## config.mk

```make
export PLATFORM = sky130hd
export DESIGN_NAME = cpu_slot_registry
export DESIGN_NICKNAME = d
export VERILOG_FILES = /design/src/rtl/csr_pkg.sv /design/src/rtl/csr_slot_table.sv /design/src/rtl/csr_exec.sv /design/src/rtl/cpu_slot_registry.sv
export VERILOG_INCLUDE_DIRS = /design/src /design/src/rtl
export SDC_FILE = /design/constraint.sdc
export NUM_CORES = 2
export LEC_CHECK = 0
export ABC_AREA = 0
export BUFFER_PORTS_ARGS = -buffer_cell sky130_fd_sc_hd__clkbuf_2
export CAP_MARGIN = 20
export CELL_PAD_IN_SITES_DETAIL_PLACEMENT = 1
export CELL_PAD_IN_SITES_GLOBAL_PLACEMENT = 1
export CORE_ASPECT_RATIO = 1.5
export CORE_UTILIZATION = 45
export DETAILED_ROUTE_END_ITERATION = 10
export PLACE_DENSITY = 0.74
export SETUP_SLACK_MARGIN = 0.3
export SLEW_MARGIN = 10
export SYNTH_ARGS = -nofsm -noshare
export SYNTH_HDL_FRONTEND = slang
export SYNTH_HIERARCHICAL = 1
export SYNTH_SLANG_ARGS = --single-unit
```

## constraint.sdc

```tcl
create_clock -name i_clk -period 22.4 [get_ports i_clk]
set_input_delay 4.48 -clock i_clk [delete_from_list [all_inputs] [get_ports i_clk]]
set_output_delay 4.48 -clock i_clk [all_outputs]
set_load 0.02 [all_outputs]
```

## src/rtl/cpu_slot_registry_macros.svh

```systemverilog
// ----------------------------------------------------------------------------
// cpu slot registry assertion macros
// concurrent assertion helpers, empty bodies for synthesis
// ----------------------------------------------------------------------------
`ifndef CPU_SLOT_REGISTRY_MACROS_SVH
`define CPU_SLOT_REGISTRY_MACROS_SVH

`ifndef SYNTHESIS
// same cycle implication
`define CSR_ASSERT_NOW(name, clk, rst_n, ante, cons) \
    name: assert property (@(posedge clk) disable iff (!rst_n) (ante) |-> (cons)) \
        else $error("cpu slot registry assertion failed");
// next cycle implication
`define CSR_ASSERT_NEXT(name, clk, rst_n, ante, cons) \
    name: assert property (@(posedge clk) disable iff (!rst_n) (ante) |=> (cons)) \
        else $error("cpu slot registry assertion failed");
`else
`define CSR_ASSERT_NOW(name, clk, rst_n, ante, cons)
`define CSR_ASSERT_NEXT(name, clk, rst_n, ante, cons)
`endif

`endif

```

## src/rtl/csr_pkg.sv

```systemverilog
`timescale 1ns / 1ps
// ----------------------------------------------------------------------------
// csr_pkg
// shared types and constants of the cpu slot registry
// ----------------------------------------------------------------------------
package csr_pkg;

    localparam int CPU_SLOTS_DEF = 16;
    localparam int ID_W          = 32;
    localparam int GEN_W         = 32;
    localparam int SLOT_FIELD_W  = 8;

    localparam logic [SLOT_FIELD_W-1:0] NO_SLOT = '1;
    localparam logic [ID_W-1:0]         BAD_ID  = '1;
    localparam logic [GEN_W-1:0]        GEN_MAX = '1;
    localparam logic [GEN_W-1:0]        GEN_FIRST = GEN_W'(1);

    typedef enum logic [2:0] {
        OP_INIT     = 3'd0,
        OP_ONLINE   = 3'd1,
        OP_OFFLINE  = 3'd2,
        OP_LOOKUP   = 3'd3,
        OP_HANDLE   = 3'd4,
        OP_RESOLVE  = 3'd5,
        OP_SNAPSHOT = 3'd6,
        OP_UNUSED   = 3'd7
    } t_opcode;

    typedef enum logic [3:0] {
        ST_OK             = 4'd0,
        ST_NOT_INIT       = 4'd1,
        ST_POISONED       = 4'd2,
        ST_ALREADY_INIT   = 4'd3,
        ST_BAD_CPU        = 4'd4,
        ST_BAD_ID         = 4'd5,
        ST_ALREADY_ONLINE = 4'd6,
        ST_DUP_ID         = 4'd7,
        ST_GEN_EXHAUSTED  = 4'd8,
        ST_OFFLINE        = 4'd9,
        ST_BOOT_CPU       = 4'd10,
        ST_STALE          = 4'd11
    } t_status;

    // contents of one slot
    typedef struct packed {
        logic [ID_W-1:0]  apic;
        logic [GEN_W-1:0] gen;
        logic             online;
        logic             boot;
    } t_slot_rd;

    // update request for the slot table
    typedef struct packed {
        logic             clear_all;
        logic             set_online;
        logic             set_offline;
        logic             boot;
        logic [ID_W-1:0]  apic;
        logic [GEN_W-1:0] gen;
    } t_slot_wr;

endpackage

```

## src/rtl/csr_slot_table.sv

```systemverilog
`timescale 1ns / 1ps
// ----------------------------------------------------------------------------
// csr_slot_table
// per slot registers with indexed read, parallel id match and slot update
// ----------------------------------------------------------------------------
module csr_slot_table #(
    parameter int CPU_SLOTS = csr_pkg::CPU_SLOTS_DEF,
    parameter int SLOT_W    = $clog2(CPU_SLOTS)
) (
    input  logic                     i_clk,
    input  logic                     i_rst_n,
    input  logic [SLOT_W-1:0]        i_rd_idx,
    output csr_pkg::t_slot_rd        o_rd,
    input  logic [csr_pkg::ID_W-1:0] i_lookup_id,
    output logic                     o_hit,
    output logic [SLOT_W-1:0]        o_hit_idx,
    input  csr_pkg::t_slot_wr        i_wr,
    input  logic [SLOT_W-1:0]        i_wr_idx
);

    logic [csr_pkg::ID_W-1:0]  r_apic   [CPU_SLOTS];
    logic [csr_pkg::GEN_W-1:0] r_gen    [CPU_SLOTS];
    logic [CPU_SLOTS-1:0]      r_online;
    logic [CPU_SLOTS-1:0]      r_boot;
    logic [CPU_SLOTS-1:0]      match;

    always_ff @(posedge i_clk) begin
        if (!i_rst_n) begin
            for (int i = 0; i < CPU_SLOTS; i++) begin
                r_apic[i] <= csr_pkg::BAD_ID;
                r_gen[i]  <= '0;
            end
            r_online <= '0;
            r_boot   <= '0;
        end else begin
            for (int i = 0; i < CPU_SLOTS; i++) begin
                if (i_wr.clear_all) begin
                    r_apic[i]   <= csr_pkg::BAD_ID;
                    r_gen[i]    <= '0;
                    r_online[i] <= 1'b0;
                    r_boot[i]   <= 1'b0;
                end
                if (SLOT_W'(i) == i_wr_idx) begin
                    if (i_wr.set_online) begin
                        r_apic[i]   <= i_wr.apic;
                        r_gen[i]    <= i_wr.gen;
                        r_online[i] <= 1'b1;
                        if (i_wr.boot) begin
                            r_boot[i] <= 1'b1;
                        end
                    end
                    if (i_wr.set_offline) begin
                        r_apic[i]   <= csr_pkg::BAD_ID;
                        r_online[i] <= 1'b0;
                    end
                end
            end
        end
    end

    // parallel id compare, lowest slot wins
    always_comb begin
        o_hit     = 1'b0;
        o_hit_idx = '0;
        for (int i = 0; i < CPU_SLOTS; i++) begin
            match[i] = r_online[i] && (r_apic[i] == i_lookup_id);
        end
        for (int i = CPU_SLOTS - 1; i >= 0; i--) begin
            if (match[i]) begin
                o_hit     = 1'b1;
                o_hit_idx = SLOT_W'(i);
            end
        end
    end

    always_comb begin
        o_rd.apic   = r_apic[i_rd_idx];
        o_rd.gen    = r_gen[i_rd_idx];
        o_rd.online = r_online[i_rd_idx];
        o_rd.boot   = r_boot[i_rd_idx];
    end

endmodule

```

## src/rtl/csr_exec.sv

```systemverilog
`timescale 1ns / 1ps
`include "cpu_slot_registry_macros.svh"
// ----------------------------------------------------------------------------
// csr_exec
// operation decode, checks, global registry state and result register
// ----------------------------------------------------------------------------
module csr_exec #(
    parameter int CPU_SLOTS = csr_pkg::CPU_SLOTS_DEF,
    parameter int SLOT_W    = $clog2(CPU_SLOTS)
) (
    input  logic                             i_clk,
    input  logic                             i_rst_n,
    input  logic                             i_valid,
    input  logic [2:0]                       i_opcode,
    input  logic [csr_pkg::SLOT_FIELD_W-1:0] i_slot_index,
    input  logic [csr_pkg::ID_W-1:0]         i_apic_value,
    input  logic [csr_pkg::GEN_W-1:0]        i_handle_generation,
    output logic [SLOT_W-1:0]                o_rd_idx,
    input  csr_pkg::t_slot_rd                i_rd,
    input  logic                             i_hit,
    input  logic [SLOT_W-1:0]                i_hit_idx,
    output csr_pkg::t_slot_wr                o_wr,
    output logic [SLOT_W-1:0]                o_wr_idx,
    output logic                             o_strobe,
    output logic [3:0]                       o_status,
    output logic [csr_pkg::SLOT_FIELD_W-1:0] o_found_slot,
    output logic [csr_pkg::ID_W-1:0]         o_slot_apic,
    output logic [csr_pkg::GEN_W-1:0]        o_slot_generation,
    output logic                             o_slot_online,
    output logic                             o_slot_is_boot
);

    logic                             r_init, n_init;
    logic                             r_poisoned, n_poisoned;
    logic [csr_pkg::GEN_W-1:0]        r_next_tag, n_next_tag;
    logic                             r_res_valid;
    csr_pkg::t_status                 r_status, n_status;
    logic [csr_pkg::SLOT_FIELD_W-1:0] r_found, n_found;
    logic [csr_pkg::ID_W-1:0]         r_apic, n_apic;
    logic [csr_pkg::GEN_W-1:0]        r_gen, n_gen;
    logic                             r_on, n_on;
    logic                             r_boot, n_boot;

    logic             in_range;
    logic [SLOT_W-1:0] k;
    csr_pkg::t_status gate_st;

    assign in_range = i_slot_index < csr_pkg::SLOT_FIELD_W'(CPU_SLOTS);
    assign k        = in_range ? i_slot_index[SLOT_W-1:0] : '0;
    assign o_rd_idx = k;
    assign o_wr_idx = k;
    assign gate_st  = r_poisoned ? csr_pkg::ST_POISONED :
                      (!r_init ? csr_pkg::ST_NOT_INIT : csr_pkg::ST_OK);

    always_comb begin
        n_status   = csr_pkg::ST_OK;
        n_found    = csr_pkg::NO_SLOT;
        n_apic     = csr_pkg::BAD_ID;
        n_gen      = '0;
        n_on       = 1'b0;
        n_boot     = 1'b0;
        n_init     = r_init;
        n_poisoned = r_poisoned;
        n_next_tag = r_next_tag;
        o_wr       = '0;
        o_wr.apic  = i_apic_value;
        o_wr.gen   = r_next_tag;
        if (i_valid) begin
            if (csr_pkg::t_opcode'(i_opcode) == csr_pkg::OP_INIT) begin
                if (r_init) begin
                    n_status = csr_pkg::ST_ALREADY_INIT;
                end else if (!in_range) begin
                    n_status = csr_pkg::ST_BAD_CPU;
                end else if (i_apic_value == csr_pkg::BAD_ID) begin
                    n_status = csr_pkg::ST_BAD_ID;
                end else begin
                    o_wr.clear_all  = 1'b1;
                    o_wr.set_online = 1'b1;
                    o_wr.boot       = 1'b1;
                    o_wr.gen        = csr_pkg::GEN_FIRST;
                    n_next_tag      = csr_pkg::GEN_FIRST + csr_pkg::GEN_W'(1);
                    n_init          = 1'b1;
                end
            end else if (gate_st != csr_pkg::ST_OK) begin
                if (i_opcode != csr_pkg::OP_UNUSED) begin
                    n_status = gate_st;
                end
            end else begin
                unique case (csr_pkg::t_opcode'(i_opcode))
                    csr_pkg::OP_ONLINE: begin
                        if (!in_range) begin
                            n_status = csr_pkg::ST_BAD_CPU;
                        end else if (i_apic_value == csr_pkg::BAD_ID) begin
                            n_status = csr_pkg::ST_BAD_ID;
                        end else if (i_rd.online) begin
                            n_status = csr_pkg::ST_ALREADY_ONLINE;
                        end else if (i_hit) begin
                            n_status = csr_pkg::ST_DUP_ID;
                        end else if (r_next_tag == csr_pkg::GEN_MAX) begin
                            n_poisoned = 1'b1;
                            n_status   = csr_pkg::ST_GEN_EXHAUSTED;
                        end else begin
                            o_wr.set_online = 1'b1;
                            n_next_tag      = r_next_tag + csr_pkg::GEN_W'(1);
                        end
                    end
                    csr_pkg::OP_OFFLINE: begin
                        if (!in_range) begin
                            n_status = csr_pkg::ST_BAD_CPU;
                        end else if (!i_rd.online) begin
                            n_status = csr_pkg::ST_OFFLINE;
                        end else if (i_rd.boot) begin
                            n_status = csr_pkg::ST_BOOT_CPU;
                        end else begin
                            o_wr.set_offline = 1'b1;
                        end
                    end
                    csr_pkg::OP_LOOKUP: begin
                        if (i_apic_value == csr_pkg::BAD_ID) begin
                            n_status = csr_pkg::ST_BAD_ID;
                        end else if (i_hit) begin
                            n_found = csr_pkg::SLOT_FIELD_W'(i_hit_idx);
                        end else begin
                            n_status = csr_pkg::ST_OFFLINE;
                        end
                    end
                    csr_pkg::OP_HANDLE: begin
                        if (!in_range) begin
                            n_status = csr_pkg::ST_BAD_CPU;
                        end else if (!i_rd.online) begin
                            n_status = csr_pkg::ST_OFFLINE;
                        end else begin
                            n_found = csr_pkg::SLOT_FIELD_W'(k);
                            n_gen   = i_rd.gen;
                        end
                    end
                    csr_pkg::OP_RESOLVE: begin
                        if (!in_range) begin
                            n_status = csr_pkg::ST_BAD_CPU;
                        end else if (!i_rd.online || i_handle_generation == '0 ||
                                     i_rd.gen != i_handle_generation) begin
                            n_status = csr_pkg::ST_STALE;
                        end else begin
                            n_found = csr_pkg::SLOT_FIELD_W'(k);
                        end
                    end
                    csr_pkg::OP_SNAPSHOT: begin
                        if (!in_range) begin
                            n_status = csr_pkg::ST_BAD_CPU;
                        end else begin
                            n_apic = i_rd.apic;
                            n_gen  = i_rd.gen;
                            n_on   = i_rd.online;
                            n_boot = i_rd.boot;
                        end
                    end
                    default: begin
                        n_status = csr_pkg::ST_OK;
                    end
                endcase
            end
        end
    end

    always_ff @(posedge i_clk) begin
        if (!i_rst_n) begin
            r_init      <= 1'b0;
            r_poisoned  <= 1'b0;
            r_next_tag  <= csr_pkg::GEN_FIRST;
            r_res_valid <= 1'b0;
        end else begin
            r_init      <= n_init;
            r_poisoned  <= n_poisoned;
            r_next_tag  <= n_next_tag;
            r_res_valid <= i_valid;
        end
    end

    always_ff @(posedge i_clk) begin
        r_status <= n_status;
        r_found  <= n_found;
        r_apic   <= n_apic;
        r_gen    <= n_gen;
        r_on     <= n_on;
        r_boot   <= n_boot;
    end

    assign o_strobe          = r_res_valid;
    assign o_status          = r_status;
    assign o_found_slot      = r_found;
    assign o_slot_apic       = r_apic;
    assign o_slot_generation = r_gen;
    assign o_slot_online     = r_on;
    assign o_slot_is_boot    = r_boot;

    `CSR_ASSERT_NEXT(a_result_follows, i_clk, i_rst_n, i_valid, r_res_valid)
    `CSR_ASSERT_NEXT(a_poison_sticks, i_clk, i_rst_n, r_poisoned, r_poisoned)
    `CSR_ASSERT_NEXT(a_init_sticks, i_clk, i_rst_n, r_init, r_init)
    `CSR_ASSERT_NEXT(a_poison_reported, i_clk, i_rst_n,
        i_valid && r_poisoned && i_opcode != csr_pkg::OP_INIT && i_opcode != csr_pkg::OP_UNUSED,
        r_status == csr_pkg::ST_POISONED)
    `CSR_ASSERT_NOW(a_exhaust_poisons, i_clk, i_rst_n,
        r_res_valid && r_status == csr_pkg::ST_GEN_EXHAUSTED, r_poisoned)

endmodule

```

## src/rtl/cpu_slot_registry.sv

```systemverilog
`timescale 1ns / 1ps
// ----------------------------------------------------------------------------
// cpu_slot_registry
// registry of cpu slots with ids, generation handles and online state
// ----------------------------------------------------------------------------
// usage
//   command channel: a transaction is taken at a rising edge with start high
//   and busy low; busy stays low, so a command can be issued every cycle.
//   fields: i_opcode, i_slot_index, i_apic_value, i_handle_generation.
//   result channel: o_strobe is high for exactly one cycle per command, with
//   o_status, o_found_slot, o_slot_apic, o_slot_generation, o_slot_online
//   and o_slot_is_boot valid in that cycle.
//   path: a command passes from the input register through the slot table
//   compare and update into the result register, which raises the result
//   strobe; throughput one command per cycle, set by that single pass.
//   results come out in command order; each command sees the slot state
//   left by the one before it.
//   reset (synchronous, active low): all slots offline, registry not
//   initialized and not poisoned, generation counter at one.
//   the receiver cannot stall: a result is present for one cycle only.
// ----------------------------------------------------------------------------
module cpu_slot_registry #(
    parameter int CPU_SLOTS = csr_pkg::CPU_SLOTS_DEF
) (
    input  logic                             i_clk,
    input  logic                             i_rst_n,
    input  logic                             start,
    output logic                             busy,
    input  logic [2:0]                       i_opcode,
    input  logic [csr_pkg::SLOT_FIELD_W-1:0] i_slot_index,
    input  logic [csr_pkg::ID_W-1:0]         i_apic_value,
    input  logic [csr_pkg::GEN_W-1:0]        i_handle_generation,
    output logic                             o_strobe,
    output logic [3:0]                       o_status,
    output logic [csr_pkg::SLOT_FIELD_W-1:0] o_found_slot,
    output logic [csr_pkg::ID_W-1:0]         o_slot_apic,
    output logic [csr_pkg::GEN_W-1:0]        o_slot_generation,
    output logic                             o_slot_online,
    output logic                             o_slot_is_boot
);

    localparam int SLOT_W = $clog2(CPU_SLOTS);

    logic                             r_in_valid;
    logic [2:0]                       r_opcode;
    logic [csr_pkg::SLOT_FIELD_W-1:0] r_slot_index;
    logic [csr_pkg::ID_W-1:0]         r_apic_value;
    logic [csr_pkg::GEN_W-1:0]        r_handle_generation;

    logic [SLOT_W-1:0] rd_idx;
    logic [SLOT_W-1:0] wr_idx;
    logic [SLOT_W-1:0] hit_idx;
    logic              hit;
    csr_pkg::t_slot_rd rd;
    csr_pkg::t_slot_wr wr;

    assign busy = 1'b0;

    // command register
    always_ff @(posedge i_clk) begin
        if (!i_rst_n) begin
            r_in_valid <= 1'b0;
        end else begin
            r_in_valid <= start && !busy;
        end
    end

    always_ff @(posedge i_clk) begin
        if (start && !busy) begin
            r_opcode            <= i_opcode;
            r_slot_index        <= i_slot_index;
            r_apic_value        <= i_apic_value;
            r_handle_generation <= i_handle_generation;
        end
    end

    csr_slot_table #(
        .CPU_SLOTS (CPU_SLOTS),
        .SLOT_W    (SLOT_W)
    ) u_table (
        .i_clk       (i_clk),
        .i_rst_n     (i_rst_n),
        .i_rd_idx    (rd_idx),
        .o_rd        (rd),
        .i_lookup_id (r_apic_value),
        .o_hit       (hit),
        .o_hit_idx   (hit_idx),
        .i_wr        (wr),
        .i_wr_idx    (wr_idx)
    );

    csr_exec #(
        .CPU_SLOTS (CPU_SLOTS),
        .SLOT_W    (SLOT_W)
    ) u_exec (
        .i_clk               (i_clk),
        .i_rst_n             (i_rst_n),
        .i_valid             (r_in_valid),
        .i_opcode            (r_opcode),
        .i_slot_index        (r_slot_index),
        .i_apic_value        (r_apic_value),
        .i_handle_generation (r_handle_generation),
        .o_rd_idx            (rd_idx),
        .i_rd                (rd),
        .i_hit               (hit),
        .i_hit_idx           (hit_idx),
        .o_wr                (wr),
        .o_wr_idx            (wr_idx),
        .o_strobe            (o_strobe),
        .o_status            (o_status),
        .o_found_slot        (o_found_slot),
        .o_slot_apic         (o_slot_apic),
        .o_slot_generation   (o_slot_generation),
        .o_slot_online       (o_slot_online),
        .o_slot_is_boot      (o_slot_is_boot)
    );

endmodule

```

==> results.ini <==
[timing]
layout_worst_path_cycle_share_pct=38.0
rsz_0062_raised_after_global_routing=false
setup_viol=0
final-max-slew-violation-count=0
tightest_slew_ns=1.22
clock.fmax_mhz=118
max-slew-margin-rel_pct=18.8
post-route-worst-setup-slack_ns=13.90
worst_clock_skew_ns=0.0596
finalHoldViolCount=0
whs_ns=0.491
total_negative_slack_for_setup_checks_ns=0
period_needed_ns=8.50

[setup_path]
r2r_start=r_slot_index[7]$_DFFE_PP_
worst_path_largest_cell_delay_ns=1.00
regToRegSetupSlack_ns=13.90
worst_path_dominant_cell_family=buffers and inverters
critPathRequiredTime_ns=22.76
critPathMaxFanout=46
kind_of_launch_point_of_the_worst_setup_path=flip-flop
endpoint_kind=flip-flop
worst-path-buf-inv=4
path_common_cell=sky130_fd_sc_hd__buf_4
criticalPathCategory=flip-flop to flip-flop
worst-r2r-cell-count=15
crit_slowest_cell=sky130_fd_sc_hd__a31o_2
arrival_ns=8.87
path_cells=nor4_2 > buf_4 > and2_4 > buf_4 > buf_4 > mux4_2 > mux4_2 > nor2_1 > and4bb_1 > nand3_1 > o21bai_1 > nand3b_1 > o21ai_4 > buf_4 > a31o_2
worst_r2r_endpoint=u_table/r_apic[1][14]$_SDFFCE_PP1P_

[synthesis]
yosysTopAreaCellShare_pct=53.8
yosys_register_bits=1242
syn_inst=4405
post_synthesis_sequential_area_ratio_pct=58.5
yosys-mux-area-fraction_pct=12.1
async_reset_ff_share_pct=0
synth_compound_gate_area_share_pct=2.11
synthXorXnorAreaFrac_pct=7.69
synth_top_cells_by_area=sky130_fd_sc_hd__edfxtp_1, sky130_fd_sc_hd__mux4_2, sky130_fd_sc_hd__xnor2_1
synth_area_um2=61300
synthFlopType=sky130_fd_sc_hd__edfxtp_1
mapped_nets=4484
combinational_family_with_the_most_area_after_synthesis=simple AND/OR/NAND/NOR gates
area_fraction_in_and_or_nand_and_nor_cells_after_synthesis_pct=15.8
yosys_warnings=6
yosys.area.top_type=sky130_fd_sc_hd__edfxtp_1
netlist-cell-type-count=75
synth.avg_cell_area_um2=13.9
synth_adder_area_share_pct=0.0204
synth_edf_count=1099

[drt]
firstDrtPassIters=5
wirelength_um=211000
vias_per_cell=6.46
route.detailed.wl_per_inst_um=34.2
detail_route.iter0.violations=4343
antenna_left=0
drc_errors=0
routed-via-count=39900

[cells_and_area]
drive_gt1_share_pct=20.1
seqCellArea_um2=35900
final_cell_area_um2=67700
num-nets-final=4386
multi_input_comb_area_um2=23500
layout.filler_cells=13200
areaGrowthSynthToFinish_pct=10.4

[place]
worst_slack_after_detailed_placement_ns=14.12
portBuffers=156
hpwl_detailed_um=136000
placement.cell_area_um2=63400
gp_congestion=0.974

[global_route]
maximum_number_of_pins_on_one_net_before_global_route_repair=137
grt.overflow.total=0
grt_antenna_before_repair=13
grt_first_pass_wirelength_um=300000
global_route.usage.total_pct=30.7
grt_pass1_vias=41400

[clocking]
tritoncts_clock_tree=yes
cts-htree-levels=3
root_buffer=sky130_fd_sc_hd__clkbuf_16
cts.reportedPaths.clkPinSlew_ns=0.06
ctsResizeCount=0
clockBufferDepth=3
cts_hold_buffers=0
postCtsSetupRepairBufs=0
worstSkewPairLatency_ns=0.80
cts_num_sinks=1242
numCtsBuffers=119

[floorplanning]
placementRows=165
die_area_um2=138000
die-height_um=454
core_outline_area_um2=135000
die-width_um=303
floorplan.initialDensity_pct=45.4
top_level_ports=158

[power_and_ir_drop]
vdd.ir_drop.worst_uv=67.5
power_frac_clock_pct=41.8
share_comb_of_total_power_pct=6.9
post-layout-total-power_mw=5.02
p_sw_mw=1.20
seqPwrFrac_pct=51.3
sw_frac_of_total_pct=23.9
p_int_mw=3.82
power_density_nw_per_um2=74.2
p_leak_nw=21.2

[outcome]
outcome=completed

[worst_hold_path]
hold_depth=1
holdPathEnd=u_table/r_boot[7]$_SDFF_PN0_
hold_class=flip-flop to flip-flop
worstHoldStart=u_table/r_boot[7]$_SDFF_PN0_

[run]
drv_cap=0

==> worst max path at each step <==
stage          slack (ns)  depth (start not counted)                              endpoint                 startpoint
4_1_cts             14.06                         16   u_table/r_apic[11][3]$_SDFFCE_PP1P_  r_slot_index[7]$_DFFE_PP_
5_1_grt             13.73                         16   u_table/r_apic[11][3]$_SDFFCE_PP1P_  r_slot_index[7]$_DFFE_PP_
2_1_floorplan       14.05                         16   u_table/r_apic[12][0]$_SDFFCE_PP1P_  r_slot_index[7]$_DFFE_PP_
6_report            13.90                         15   u_table/r_apic[1][14]$_SDFFCE_PP1P_  r_slot_index[7]$_DFFE_PP_
3_5_place_dp        14.12                         15   u_table/r_apic[1][23]$_SDFFCE_PP1P_  r_slot_index[7]$_DFFE_PP_
3_3_place_gp        14.29                         16  u_table/r_apic[11][23]$_SDFFCE_PP1P_  r_slot_index[7]$_DFFE_PP_
==> layer usage <==
metal	routed length, um	vias up	global-route usage [%]
li1	-	16600	-
met1	71700	20700	34.9
met2	108000	1999	53.2
met3	15400	572	4.69
met4	15800	10	20.4
met5	246	-	0
==> cell usage in the layout (no fill, tap or decap), drive strengths merged, types with 4 or more instances in the layout <==
cell type and instances:
edfxtp 1099, or3 527, and3 396, xnor2 394
mux4 330, clkbuf 310, and2 169, dfxtp 143
xor2 142, nand4 135, buf 123, nor4 69
nand2 67, a21oi 53, clkinv 53, nor2 49
nor2b 39, or2 38, o21ai 38, nand3 37
or4 24, inv 22, a31oi 17, nor3 17
a22o 16, diode 11, bufinv 11, o21bai 11
o31ai 8, and4 6, a21o 6, a31o 6
o22ai 5, o21a 5, a22oi 4, a2111oi 4
==> through the flow <==
| stage | std cells | util (%) |
|---|---|---|
| floorplan | 4405 | - |
| finish | 6176 | 50.1 |
| detailed placement | 5928 | 47.0 |
| global route | 6166 | 50.1 |
| CTS | 6154 | 49.9 |
| global placement | 5918 | 46.8 |
==> layout make-up <==
cell class	instances	area share [%]
Antenna cell	11	0.0407
Clock buffer	155	4.82
Clock inverter	71	1.12
Inverter	17	0.0943
Multi-Input combinational cell	2649	34.8
Sequential cell	1242	53.0
Tap cell	1753	3.24
Timing Repair Buffer	278	2.89
==> worst reg2reg max path: cells and delay by family (launching register included) <==
family                 cells  cell delay, ns
and+or+nand+nor            6            2.14
DFF                        1            0.41
muxes                      2            1.10
AOI/OAI and AO/OA          3            2.08
buffers and inverters      4            2.31
==> synth_stat cells, types with 17 or more instances <==
library cell               count
sky130_fd_sc_hd__edfxtp_1   1099
sky130_fd_sc_hd__or3_1       527
sky130_fd_sc_hd__and3_1      396
sky130_fd_sc_hd__xnor2_1     391
sky130_fd_sc_hd__clkbuf_1    357
sky130_fd_sc_hd__mux4_2      330
sky130_fd_sc_hd__and2_1      169
sky130_fd_sc_hd__dfxtp_1     143
sky130_fd_sc_hd__xor2_1      142
sky130_fd_sc_hd__nand4_1     133
sky130_fd_sc_hd__nand2_1      66
sky130_fd_sc_hd__nor4_1       66
sky130_fd_sc_hd__buf_4        58
sky130_fd_sc_hd__a21oi_1      53
sky130_fd_sc_hd__buf_2        48
sky130_fd_sc_hd__nor2_1       48
sky130_fd_sc_hd__nor2b_1      39
sky130_fd_sc_hd__nand3_1      37
sky130_fd_sc_hd__or2_2        35
sky130_fd_sc_hd__o21ai_0      28
sky130_fd_sc_hd__buf_1        22
sky130_fd_sc_hd__or4_1        22
sky130_fd_sc_hd__a31oi_1      17
==> cells by family (layout without fill, tap and decap cells) <==
group / count (synthesis) / in the layout
AO/OA/AOI/OAI: 197 / 197
buffers and inverters: 514 / 521
AND/OR/NAND/NOR: 1584 / 1584
flip-flops: 1242 / 1242
other: 1 / 12
multiplexers: 330 / 330
adder cells (fa/ha/maj): 1 / 1
XOR/XNOR: 536 / 536
==> registers in the layout (all words and copies together), names as in the netlist, 3 cells and up <==
register and cells:
u_exec/r_next_tag 32, u_table/r_apic 512, r_apic_value 32, u_exec/o_slot_apic 32, u_table/r_gen 512, u_exec/o_slot_generation 32
r_handle_generation 32, u_table/r_boot 16, u_exec/o_found_slot 5, u_exec/o_status 4, u_table/r_online 16, r_opcode 3
r_slot_index 8
==> power by group through the flow <==
stage,Sequential [mW],Clock [mW],Combinational [mW]
after floorplan,2.62,0,0.209
after global placement,2.62,0,0.337
after detailed placement,2.62,0,0.342
after CTS,2.57,2.12,0.344
after global routing,2.58,2.19,0.358
final,2.57,2.10,0.348
(Power assumes the default switching activity.)
